[src/grid_bin_index_top_defines.svh]
// ----------------------------------------------------------------------------
// Grid bin index: assertion macros
// Shared concurrent assertion forms, clocked on aclk and quiet during reset.
// ----------------------------------------------------------------------------
`ifndef GRID_BIN_INDEX_TOP_DEFINES_SVH
`define GRID_BIN_INDEX_TOP_DEFINES_SVH

// The consequent must hold in the same cycle as the antecedent.
`define GBI_ASSERT_NOW(lbl, ante, cons) \
    lbl: assert property (@(posedge aclk) disable iff (!aresetn) (ante) |-> (cons)) \
        else $error("grid bin index check failed");

// The consequent must hold in the cycle after the antecedent.
`define GBI_ASSERT_NEXT(lbl, ante, cons) \
    lbl: assert property (@(posedge aclk) disable iff (!aresetn) (ante) |=> (cons)) \
        else $error("grid bin index check failed");

`endif

[src/gbi_pkg.sv]
// ----------------------------------------------------------------------------
// Grid bin index package
// Widths, codes, register map and shared types of the grid binning pipeline.
// ----------------------------------------------------------------------------
package gbi_pkg;

    localparam int FRAC_BITS  = 16;
    localparam int MAX_CELLS  = 256;

    localparam int POS_W      = 32;
    localparam int HALF_W     = 31;
    localparam int D_W        = POS_W + 1;
    localparam int V_W        = POS_W + 2;
    localparam int INV_W      = 32;
    localparam int IDX_W      = 32;
    localparam int PROD_W     = V_W + INV_W;
    localparam int QSHIFT     = 2 * FRAC_BITS;
    localparam int CELL_W     = 9;
    localparam int AXIS_W     = 8;
    localparam int NTOT_W     = 2 * CELL_W - 1;
    localparam int LIN_W      = IDX_W + CELL_W + 1;
    localparam int LIM_W      = CELL_W + 1;
    localparam int EXT_SUM_W  = IDX_W + 2;

    // Stage 0 forms the offsets, stages 1 to 5 the axis indices,
    // stages 6 to 8 the clamping, the linear bin and the result register.
    localparam int IDX_STAGE  = 5;
    localparam int STAGES     = IDX_STAGE + 4;

    localparam int S_TDATA_W  = ((2 * POS_W + 2 * HALF_W + 7) / 8) * 8;
    localparam int M_TDATA_W  = ((3 * IDX_W + 2 * AXIS_W + 7) / 8) * 8;

    localparam int CFG_ADDR_W = 5;
    localparam int CFG_DATA_W = 32;
    localparam int ADDR_LSB   = 2;

    localparam logic signed [IDX_W-1:0] IDX_MAX = {1'b0, {(IDX_W-1){1'b1}}};
    localparam logic signed [IDX_W-1:0] IDX_MIN = {1'b1, {(IDX_W-1){1'b0}}};

    typedef logic [STAGES-1:0] stage_vec_t;

    typedef enum logic [1:0] {
        FUNC_RAW    = 2'd0,
        FUNC_CLAMP  = 2'd1,
        FUNC_AXIS   = 2'd2,
        FUNC_WINDOW = 2'd3
    } func_t;

    typedef enum logic [CFG_ADDR_W-ADDR_LSB-1:0] {
        REG_Y_ORIGIN = 3'd0,
        REG_Z_ORIGIN = 3'd1,
        REG_Y_INV    = 3'd2,
        REG_Z_INV    = 3'd3,
        REG_CELLS_Y  = 3'd4,
        REG_CELLS_Z  = 3'd5
    } reg_addr_t;

    typedef struct packed {
        logic signed [POS_W-1:0] y_origin;
        logic signed [POS_W-1:0] z_origin;
        logic [INV_W-1:0]        y_inv;
        logic [INV_W-1:0]        z_inv;
        logic [CELL_W-1:0]       ny;
        logic [CELL_W-1:0]       nz;
        logic [NTOT_W-1:0]       ntot;
    } cfg_t;

endpackage

[src/gbi_cfg.sv]
// ----------------------------------------------------------------------------
// Grid bin index configuration registers
// APB register file holding the grid origin, inverse steps and cell counts.
// ----------------------------------------------------------------------------
module gbi_cfg (
    input  logic                            aclk,
    input  logic                            aresetn,
    input  logic                            psel,
    input  logic                            penable,
    input  logic                            pwrite,
    input  logic [gbi_pkg::CFG_ADDR_W-1:0]  paddr,
    input  logic [gbi_pkg::CFG_DATA_W-1:0]  pwdata,
    output logic [gbi_pkg::CFG_DATA_W-1:0]  prdata,
    output logic                            pready,
    output gbi_pkg::cfg_t                   cfg
);
    import gbi_pkg::*;

    logic signed [POS_W-1:0] y_origin_reg;
    logic signed [POS_W-1:0] z_origin_reg;
    logic [INV_W-1:0]        y_inv_reg;
    logic [INV_W-1:0]        z_inv_reg;
    logic [CELL_W-1:0]       cells_y_reg;
    logic [CELL_W-1:0]       cells_z_reg;
    logic [NTOT_W-1:0]       ntot_reg;
    logic [NTOT_W-1:0]       ntot_next;
    logic [CELL_W-1:0]       ny;
    logic [CELL_W-1:0]       nz;
    logic                    wr;
    reg_addr_t               addr;

    assign pready = 1'b1;
    assign wr     = psel && penable && pwrite;
    assign addr   = reg_addr_t'(paddr[CFG_ADDR_W-1:ADDR_LSB]);

    // Counts above the grid limit behave as the limit.
    assign ny = (cells_y_reg > CELL_W'(MAX_CELLS)) ? CELL_W'(MAX_CELLS) : cells_y_reg;
    assign nz = (cells_z_reg > CELL_W'(MAX_CELLS)) ? CELL_W'(MAX_CELLS) : cells_z_reg;
    assign ntot_next = NTOT_W'(ny) * NTOT_W'(nz);

    always_ff @(posedge aclk) begin
        if (!aresetn) begin
            y_origin_reg <= '0;
            z_origin_reg <= '0;
            y_inv_reg    <= INV_W'(1) << FRAC_BITS;
            z_inv_reg    <= INV_W'(1) << FRAC_BITS;
            cells_y_reg  <= CELL_W'(1);
            cells_z_reg  <= CELL_W'(1);
            ntot_reg     <= NTOT_W'(1);
        end else begin
            ntot_reg <= ntot_next;
            if (wr) begin
                unique case (addr)
                    REG_Y_ORIGIN: y_origin_reg <= $signed(pwdata[POS_W-1:0]);
                    REG_Z_ORIGIN: z_origin_reg <= $signed(pwdata[POS_W-1:0]);
                    REG_Y_INV:    y_inv_reg    <= pwdata[INV_W-1:0];
                    REG_Z_INV:    z_inv_reg    <= pwdata[INV_W-1:0];
                    REG_CELLS_Y:  cells_y_reg  <= pwdata[CELL_W-1:0];
                    REG_CELLS_Z:  cells_z_reg  <= pwdata[CELL_W-1:0];
                    default: ;
                endcase
            end
        end
    end

    always_comb begin
        unique case (addr)
            REG_Y_ORIGIN: prdata = CFG_DATA_W'($unsigned(y_origin_reg));
            REG_Z_ORIGIN: prdata = CFG_DATA_W'($unsigned(z_origin_reg));
            REG_Y_INV:    prdata = CFG_DATA_W'(y_inv_reg);
            REG_Z_INV:    prdata = CFG_DATA_W'(z_inv_reg);
            REG_CELLS_Y:  prdata = CFG_DATA_W'(cells_y_reg);
            REG_CELLS_Z:  prdata = CFG_DATA_W'(cells_z_reg);
            default:      prdata = '0;
        endcase
    end

    assign cfg.y_origin = y_origin_reg;
    assign cfg.z_origin = z_origin_reg;
    assign cfg.y_inv    = y_inv_reg;
    assign cfg.z_inv    = z_inv_reg;
    assign cfg.ny       = ny;
    assign cfg.nz       = nz;
    assign cfg.ntot     = ntot_reg;

endmodule

[config.mk]
export PLATFORM = sky130hd
export DESIGN_NAME = gbi_cfg
export DESIGN_NICKNAME = d
export VERILOG_FILES = /design/src/grid_bin_index_top_defines.svh /design/src/gbi_pkg.sv /design/src/gbi_cfg.sv
export SDC_FILE = /design/constraint.sdc
export NUM_CORES = 1
export LEC_CHECK = 0
export BUFFER_PORTS_ARGS = -buffer_cell sky130_fd_sc_hd__buf_2
export CAP_MARGIN = 20
export CELL_PAD_IN_SITES_DETAIL_PLACEMENT = 1
export CELL_PAD_IN_SITES_GLOBAL_PLACEMENT = 1
export CORE_MARGIN = 3
export CORE_UTILIZATION = 40
export CTS_CLUSTER_SIZE = 40
export DETAILED_ROUTE_END_ITERATION = 7
export PLACE_DENSITY = 0.84
export SKIP_LAST_GASP = 1
export SYNTH_ARGS = -nofsm -noshare
export SYNTH_HDL_FRONTEND = slang
export SYNTH_SLANG_ARGS = --single-unit
[constraint.sdc]
create_clock -name aclk -period 5.85 [get_ports aclk]
set_input_delay 0.2925 -clock aclk [delete_from_list [all_inputs] [get_ports aclk]]
set_output_delay 0.2925 -clock aclk [all_outputs]
set_load 0.02 [all_outputs]
==> flow_metrics.env, run 1 <==
export IMPL_grt_max_degree=79
export IMPL_syn_to_final_growth_pct=19.9
export IMPL_grtUsageTotal_pct=25.6
export IMPL_timing_rr_start="cells_y_reg[8]"
export IMPL_power_switching_uw=658
export IMPL_port_buffers=234
export IMPL_yosysTopAreaCell="dfxtp_1"
export IMPL_p_leak_uw=0.00510
export IMPL_hpwlAfterDp_um=23200
export IMPL_cts_made_buffers=17
export IMPL_yosysTopAreaCellShare_pct=34.9
export IMPL_cts_resized=0
export IMPL_fillCellCount=2797
export IMPL_post_route_min_period_ps=5090
export IMPL_dpl_cell_area_sq_um=10600
export IMPL_nNetsFinal=1420
export IMPL_cts_root_buffer="clkbuf_16"
export IMPL_drive_gt1_share_pct=24.4
export IMPL_rsz0062_at_grt="no"
export IMPL_finish_instance_area_sq_um=11200
export IMPL_via_per_inst=5.32
export IMPL_cts_hold_buf=0
export IMPL_worst_pin_slew_ps=1070
export IMPL_cts_sinks=163
export IMPL_drv_slew=0
export IMPL_clkPwrFrac_pct=47.3
export IMPL_mostFrequentLayoutCells="nand2_1 (300), buf_2 (233), dfxtp_1 (163), a21oi_1 (135), inv_1 (89)"
export IMPL_die_w_um=159
export IMPL_cp_max_fo=12
export IMPL_initialDrtViolationCount=463
export IMPL_critPathCaptureType="flip-flop"
export IMPL_die_area_sq_um=25200
export IMPL_seqPwrFrac_pct=46.7
export IMPL_ys_warnings_count=0
export IMPL_switching_share_pct=27.4
export IMPL_grt_pass1_wl_um=51600
export IMPL_yosysSeqAreaShare_pct=34.9
export IMPL_wl_um=32500
export IMPL_wl_per_cell_um=20.1
export IMPL_grt_ovfl_total=0
export IMPL_ir_drop_uv=170
export IMPL_critPathSlowestCell="fa_1"
export IMPL_hold_start="pwdata[18]"
export IMPL_start_util_pct=41.1
export IMPL_relSlewSlack_pct=28.1
export IMPL_synth_nets=1227
export IMPL_fin_tns_setup_ps=0
export IMPL_arrival_ps=5410
export IMPL_place_congestion=0.908
export IMPL_hold_viol=0
export IMPL_p_per_area_nw_per_um2=214
export IMPL_synth_edf_count=0
export IMPL_synthTopCellsByArea="dfxtp_1 (35%), nand2_1 (12%), fa_1 (10%), mux4_2 (7.5%), a21oi_1 (7.2%)"
export IMPL_critPathLaunchType="flip-flop"
export IMPL_min_period_over_period_pct=87.0
export IMPL_layout_commonest_cell="nand2_1"
export IMPL_synth_distinct_cells=46
export IMPL_status="completed"
export IMPL_crit_type="reg -> reg"
export IMPL_finClkSkew_ps=13.8
export IMPL_ys_ff_latch=163
export IMPL_path_clk_slew_ps=80
export IMPL_worstPathRequired_ps=6170
export IMPL_drtAntennaViolNets=0
export IMPL_syn_inst=1100
export IMPL_crit_path_cell_trace="buf_4 > nand2b_1 > inv_1 > nand2_1 > fa_1 > fa_1 > inv_1 > fa_1 > inv_1 > fa_1 > inv_1 > ha_1 > a21o_1 > a21oi_2 > a21boi_1 > o41ai_2 > mux2_1"
export IMPL_postSynthAreaPerCell_sq_um=8.50
export IMPL_htreeDepth=4
export IMPL_max_clock_path_buffers=2
export IMPL_internal_power_uw=1740
export IMPL_vias=8618
export IMPL_core_area_sq_um=22800
export IMPL_max_freq_ghz=0.197
export IMPL_r2r_slack_ps=760
export IMPL_cts_tree="built"
export IMPL_drc=0
export IMPL_maxCapViolCount=0
export IMPL_synth_area_sq_um=9350
export IMPL_insertion_delay_ps=430
export IMPL_async_flop_share_pct=0
export IMPL_drtPass1Iterations=4
export IMPL_io_pins=238
export IMPL_p_comb_share_pct=5.9
export IMPL_ys_flop_type="dfxtp_1"
export IMPL_cts_setup_buffers=0
export IMPL_min_path_type="in -> reg"
export IMPL_die_y_um=159
export IMPL_finalSetupViolations=0
export IMPL_crit_path_start="cells_y_reg[8]"
export IMPL_first_global_vias=9138
export IMPL_rows=55
export IMPL_crit_path_max_incr_delay_ps=540
export IMPL_antenna_cells=0
export IMPL_antenna_found_initial=2
[final cells by class]
cell class	instances	area, sq um	area share [%]
inverters	90	340	3.04
multi-input cells	776	5370	47.9
clock inverters	14	153	1.36
clock buffers	18	439	3.92
flip-flops and latches	163	3260	29.1
well taps	313	392	3.49
repair buffers	245	1260	11.2
[final timing paths]
kind / cells past startpoint / to
hold / removal: 3 / z_origin_reg[18]
hold reg to reg: 2 / z_inv_reg[2]
setup / recovery: 17 / ntot_reg[16]
setup reg to reg: 17 / ntot_reg[16]
[per-stage QoR]
| step | cells | util (%) | hold WS [ps] | total power (uW) | setup WS [ps] |
|---|---|---|---|---|---|
| after detailed placement | 1586 | 46.6 | 459 | 1290 | 855 |
| after global routing | 1619 | 49.2 | 124 | 2470 | 531 |
| after CTS | 1618 | 49.2 | 111 | 2420 | 782 |
| after floorplan | 1100 | - | 416 | 1230 | 1040 |
| after global placement | 1586 | 46.6 | 450 | 1290 | 930 |
| final | 1619 | 49.2 | 118 | 2400 | 761 |
[power by group through the flow]
stage	clock, uW	combinational [uW]	sequential (uW)
final	1140	142	1120
after detailed placement	0	142	1150
after CTS	1150	143	1120
after global routing	1200	153	1120
after global placement	0	139	1150
after floorplan	0	76.5	1160
[cells in the mapped netlist, types with 4 or more instances]
| cell | number |
|---|---|
| a21oi_1 | 135 |
| and2_1 | 16 |
| buf_2 | 26 |
| buf_4 | 6 |
| buf_6 | 11 |
| clkbuf_1 | 27 |
| dfxtp_1 | 163 |
| fa_1 | 49 |
| ha_1 | 36 |
| inv_1 | 89 |
| mux2i_1 | 29 |
| mux4_2 | 31 |
| nand2_1 | 300 |
| nand2b_1 | 20 |
| nand3_1 | 4 |
| nor2_1 | 66 |
| nor2b_1 | 25 |
| nor3_1 | 8 |
| o21ai_0 | 7 |
| o22ai_1 | 8 |
| xnor2_1 | 7 |
[metal layers]
layer	share of wire [%]	up-vias	GRT usage (%)
met2	49	274	44.5
met1	42	4352	32.1
met5	0.022	-	0
met3	5.5	58	5.04
li1	-	3932	-
met4	2.7	2	8.16
[critical path: cells and delay by family, from the launching register on]
| family | cells | cell delay [ps] |
|---|---|---|
| compound gates | 4 | 860 |
| fa+ha+maj | 5 | 2360 |
| buf+inv | 5 | 630 |
| flops | 1 | 380 |
| mux | 1 | 350 |
| simple gates | 2 | 390 |
[cell families after synthesis]
| family | count (synthesis) | share of synthesized area [%] |
|---|---|---|
| buf+inv | 161 | 7.93 |
| flops | 163 | 34.9 |
| xor+xnor | 9 | 0.843 |
| other cells | 1 | 0.0401 |
| fa+ha+maj | 85 | 15.3 |
| simple gates | 454 | 20.5 |
| mux | 61 | 10.7 |
| compound gates | 166 | 9.75 |
(Power assumes the default switching activity.)
==> run 2: changes to the inputs <==
--- a/config.mk
+++ b/config.mk
@@ -10,10 +10,10 @@
 export CELL_PAD_IN_SITES_DETAIL_PLACEMENT = 1
 export CELL_PAD_IN_SITES_GLOBAL_PLACEMENT = 1
 export CORE_MARGIN = 3
-export CORE_UTILIZATION = 40
+export CORE_UTILIZATION = 43
 export CTS_CLUSTER_SIZE = 40
 export DETAILED_ROUTE_END_ITERATION = 7
-export PLACE_DENSITY = 0.84
+export PLACE_DENSITY = 0.9
 export SKIP_LAST_GASP = 1
 export SYNTH_ARGS = -nofsm -noshare
 export SYNTH_HDL_FRONTEND = slang
==> constraint.sdc (replaced) <==
create_clock -name aclk -period 6.05 [get_ports aclk]
set_input_delay 0.3025 -clock aclk [delete_from_list [all_inputs] [get_ports aclk]]
set_output_delay 0.3025 -clock aclk [all_outputs]
set_load 0.02 [all_outputs]
==> run 2 against run 1 <==
Net effect:
- global-route usage is 1.6 points higher
- final cell count is 2.2% lower
- fmax is 2.9% lower
==> flow_metrics.env, run 2 (synthesis gave the netlist of run 1 again) <==
export IMPL_status="completed"
export IMPL_p_leak_uw=0.00511
export IMPL_start_util_pct=44.1
export IMPL_utilization_pct=52.7
export IMPL_drive_gt1_share_pct=24.4
export IMPL_path_clk_slew_ps=80
export IMPL_relSlewSlack_pct=29.1
export IMPL_die_w_um=153
export IMPL_grtUsageTotal_pct=27.2
export IMPL_die_area_sq_um=23600
export IMPL_post_route_min_period_ps=5240
export IMPL_nNetsFinal=1421
export IMPL_fillCellCount=2644
export IMPL_drv_slew=0
export IMPL_fin_tns_setup_ps=0
export IMPL_core_area_sq_um=21200
export IMPL_finalSetupViolations=0
export IMPL_rows=53
export IMPL_die_y_um=153
export IMPL_r2r_end="ntot_reg[11]"
export IMPL_cts_sinks=163
export IMPL_htreeDepth=4
export IMPL_hold_start="pwdata[17]"
export IMPL_holdPathStages=3
export IMPL_mostFrequentLayoutCells="nand2_1 (300), buf_2 (234), dfxtp_1 (163), a21oi_1 (135), inv_1 (89)"
export IMPL_grt_pass1_wl_um=51000
export IMPL_cts_hold_buf=0
export IMPL_min_path_type="in -> reg"
export IMPL_insertion_delay_ps=440
export IMPL_cts_tree="built"
export IMPL_critPathCaptureType="flip-flop"
export IMPL_io_pins=238
export IMPL_initialDrtViolationCount=495
export IMPL_max_clock_path_buffers=2
export IMPL_antenna_found_initial=2
export IMPL_finClkSkew_ps=14.9
export IMPL_port_buffers=234
export IMPL_place_inst=1550
export IMPL_layoutNonFillerInstCount=1583
export IMPL_min_to="z_origin_reg[17]"
export IMPL_rsz0062_at_grt="no"
export IMPL_finish_instance_area_sq_um=11200
export IMPL_arrival_ps=5540
export IMPL_max_freq_ghz=0.191
export IMPL_drc=0
export IMPL_power_uw=2330
export IMPL_cts_resized=0
export IMPL_hold_viol=0
export IMPL_cp_max_fo=20
export IMPL_wl_per_cell_um=20.3
export IMPL_hpwlAfterDp_um=23500
export IMPL_grt_ovfl_total=0
export IMPL_drtAntennaViolNets=0
export IMPL_grt_max_degree=85
export IMPL_crit_type="reg -> reg"
export IMPL_via_per_inst=5.46
export IMPL_maxCapViolCount=0
export IMPL_worst_pin_slew_ps=1060
export IMPL_p_per_area_nw_per_um2=208
export IMPL_cts_setup_buffers=0
export IMPL_cts_made_buffers=17
export IMPL_first_global_vias=9236
export IMPL_ir_drop_uv=232
export IMPL_dpl_cell_area_sq_um=10600
export IMPL_reg2regPathDepth=16
export IMPL_place_congestion=0.913
export IMPL_timing_rr_start="cells_y_reg[8]"
export IMPL_syn_to_final_growth_pct=19.6
export IMPL_cts_root_buffer="clkbuf_16"
export IMPL_layout_commonest_cell="nand2_1"
export IMPL_worstPathRequired_ps=6350
export IMPL_min_period_over_period_pct=86.6
export IMPL_vias=8647
export IMPL_wl_um=32100
export IMPL_drtPass1Iterations=4
export IMPL_r2r_slack_ps=810
export IMPL_critPathLaunchType="flip-flop"
-- run 2: changes by cell type in the layout (fill, tap and decap cells not counted), moves of 2 or more --
cell / change
inv_8: -5
clkinv_4: -3
inv_6: +2
clkinv_8: +5
-- run 2: worst max-delay path, cell delays in order, from the launching register on --
cell and delay, ps:
dfxtp_1 760, nand2b_1 360, inv_1 160, nand2_1 120, fa_1 460, fa_1 510
inv_1 50, fa_1 540, inv_1 60, fa_1 480, inv_1 40, ha_1 360
and3_1 210, a2111oi_2 570, o21ai_0 190, xnor2_1 170, nor2_1 50
-- run 2: report_power, final --
group / total, uW / switching (uW) / internal [uW] / leakage (uW)
Sequential: 1090 / 6.85 / 1080 / 0.00131
Combinational: 136 / 95.1 / 41.1 / 0.00350
Clock: 1100 / 540 / 563 / 0.000297
Total: 2330 / 642 / 1680 / 0.00511
-- run 2: worst max path at each step --
| stage | from | to | slack (ps) | depth (start not counted) |
|---|---|---|---|---|
| floorplan | cells_z_reg[8] | ntot_reg[16] | 1240 | 18 |
| global placement | cells_y_reg[8] | ntot_reg[16] | 970 | 16 |
| detailed placement | cells_y_reg[8] | ntot_reg[11] | 850 | 16 |
| CTS | cells_y_reg[8] | ntot_reg[11] | 830 | 16 |
| global route | cells_y_reg[8] | ntot_reg[11] | 470 | 16 |
| finish | cells_y_reg[8] | ntot_reg[11] | 810 | 16 |
-- run 2: metal layers --
metal | wire [um] | share of wire, % | GRT usage (%)
met1 | 12800 | 40 | 32.2
met2 | 16300 | 51 | 48.1
met3 | 1650 | 5.1 | 4.64
met4 | 1320 | 4.1 | 12.2
met5 | 13 | 0.041 | 0
-- run 2: cell type report --
type / instances / area, sq um / area share, %
timing repair buffer: 246 / 1260 / 11.3
tap: 275 / 344 / 3.08
sequential: 163 / 3260 / 29.2
antenna: 1 / 2.50 / 0.0224
clock inverter: 15 / 190 / 1.70
inverter: 90 / 340 / 3.04
clock buffer: 17 / 425 / 3.80
multi-input combinational: 776 / 5360 / 47.9
-- run 2: metrics by stage --
| stage | setup slack, ps | hold WS (ps) |
|---|---|---|
| floorplan | 1240 | 426 |
| global placement | 970 | 451 |
| global route | 467 | 125 |
| detailed placement | 847 | 461 |
| finish | 808 | 118 |
| CTS | 827 | 108 |
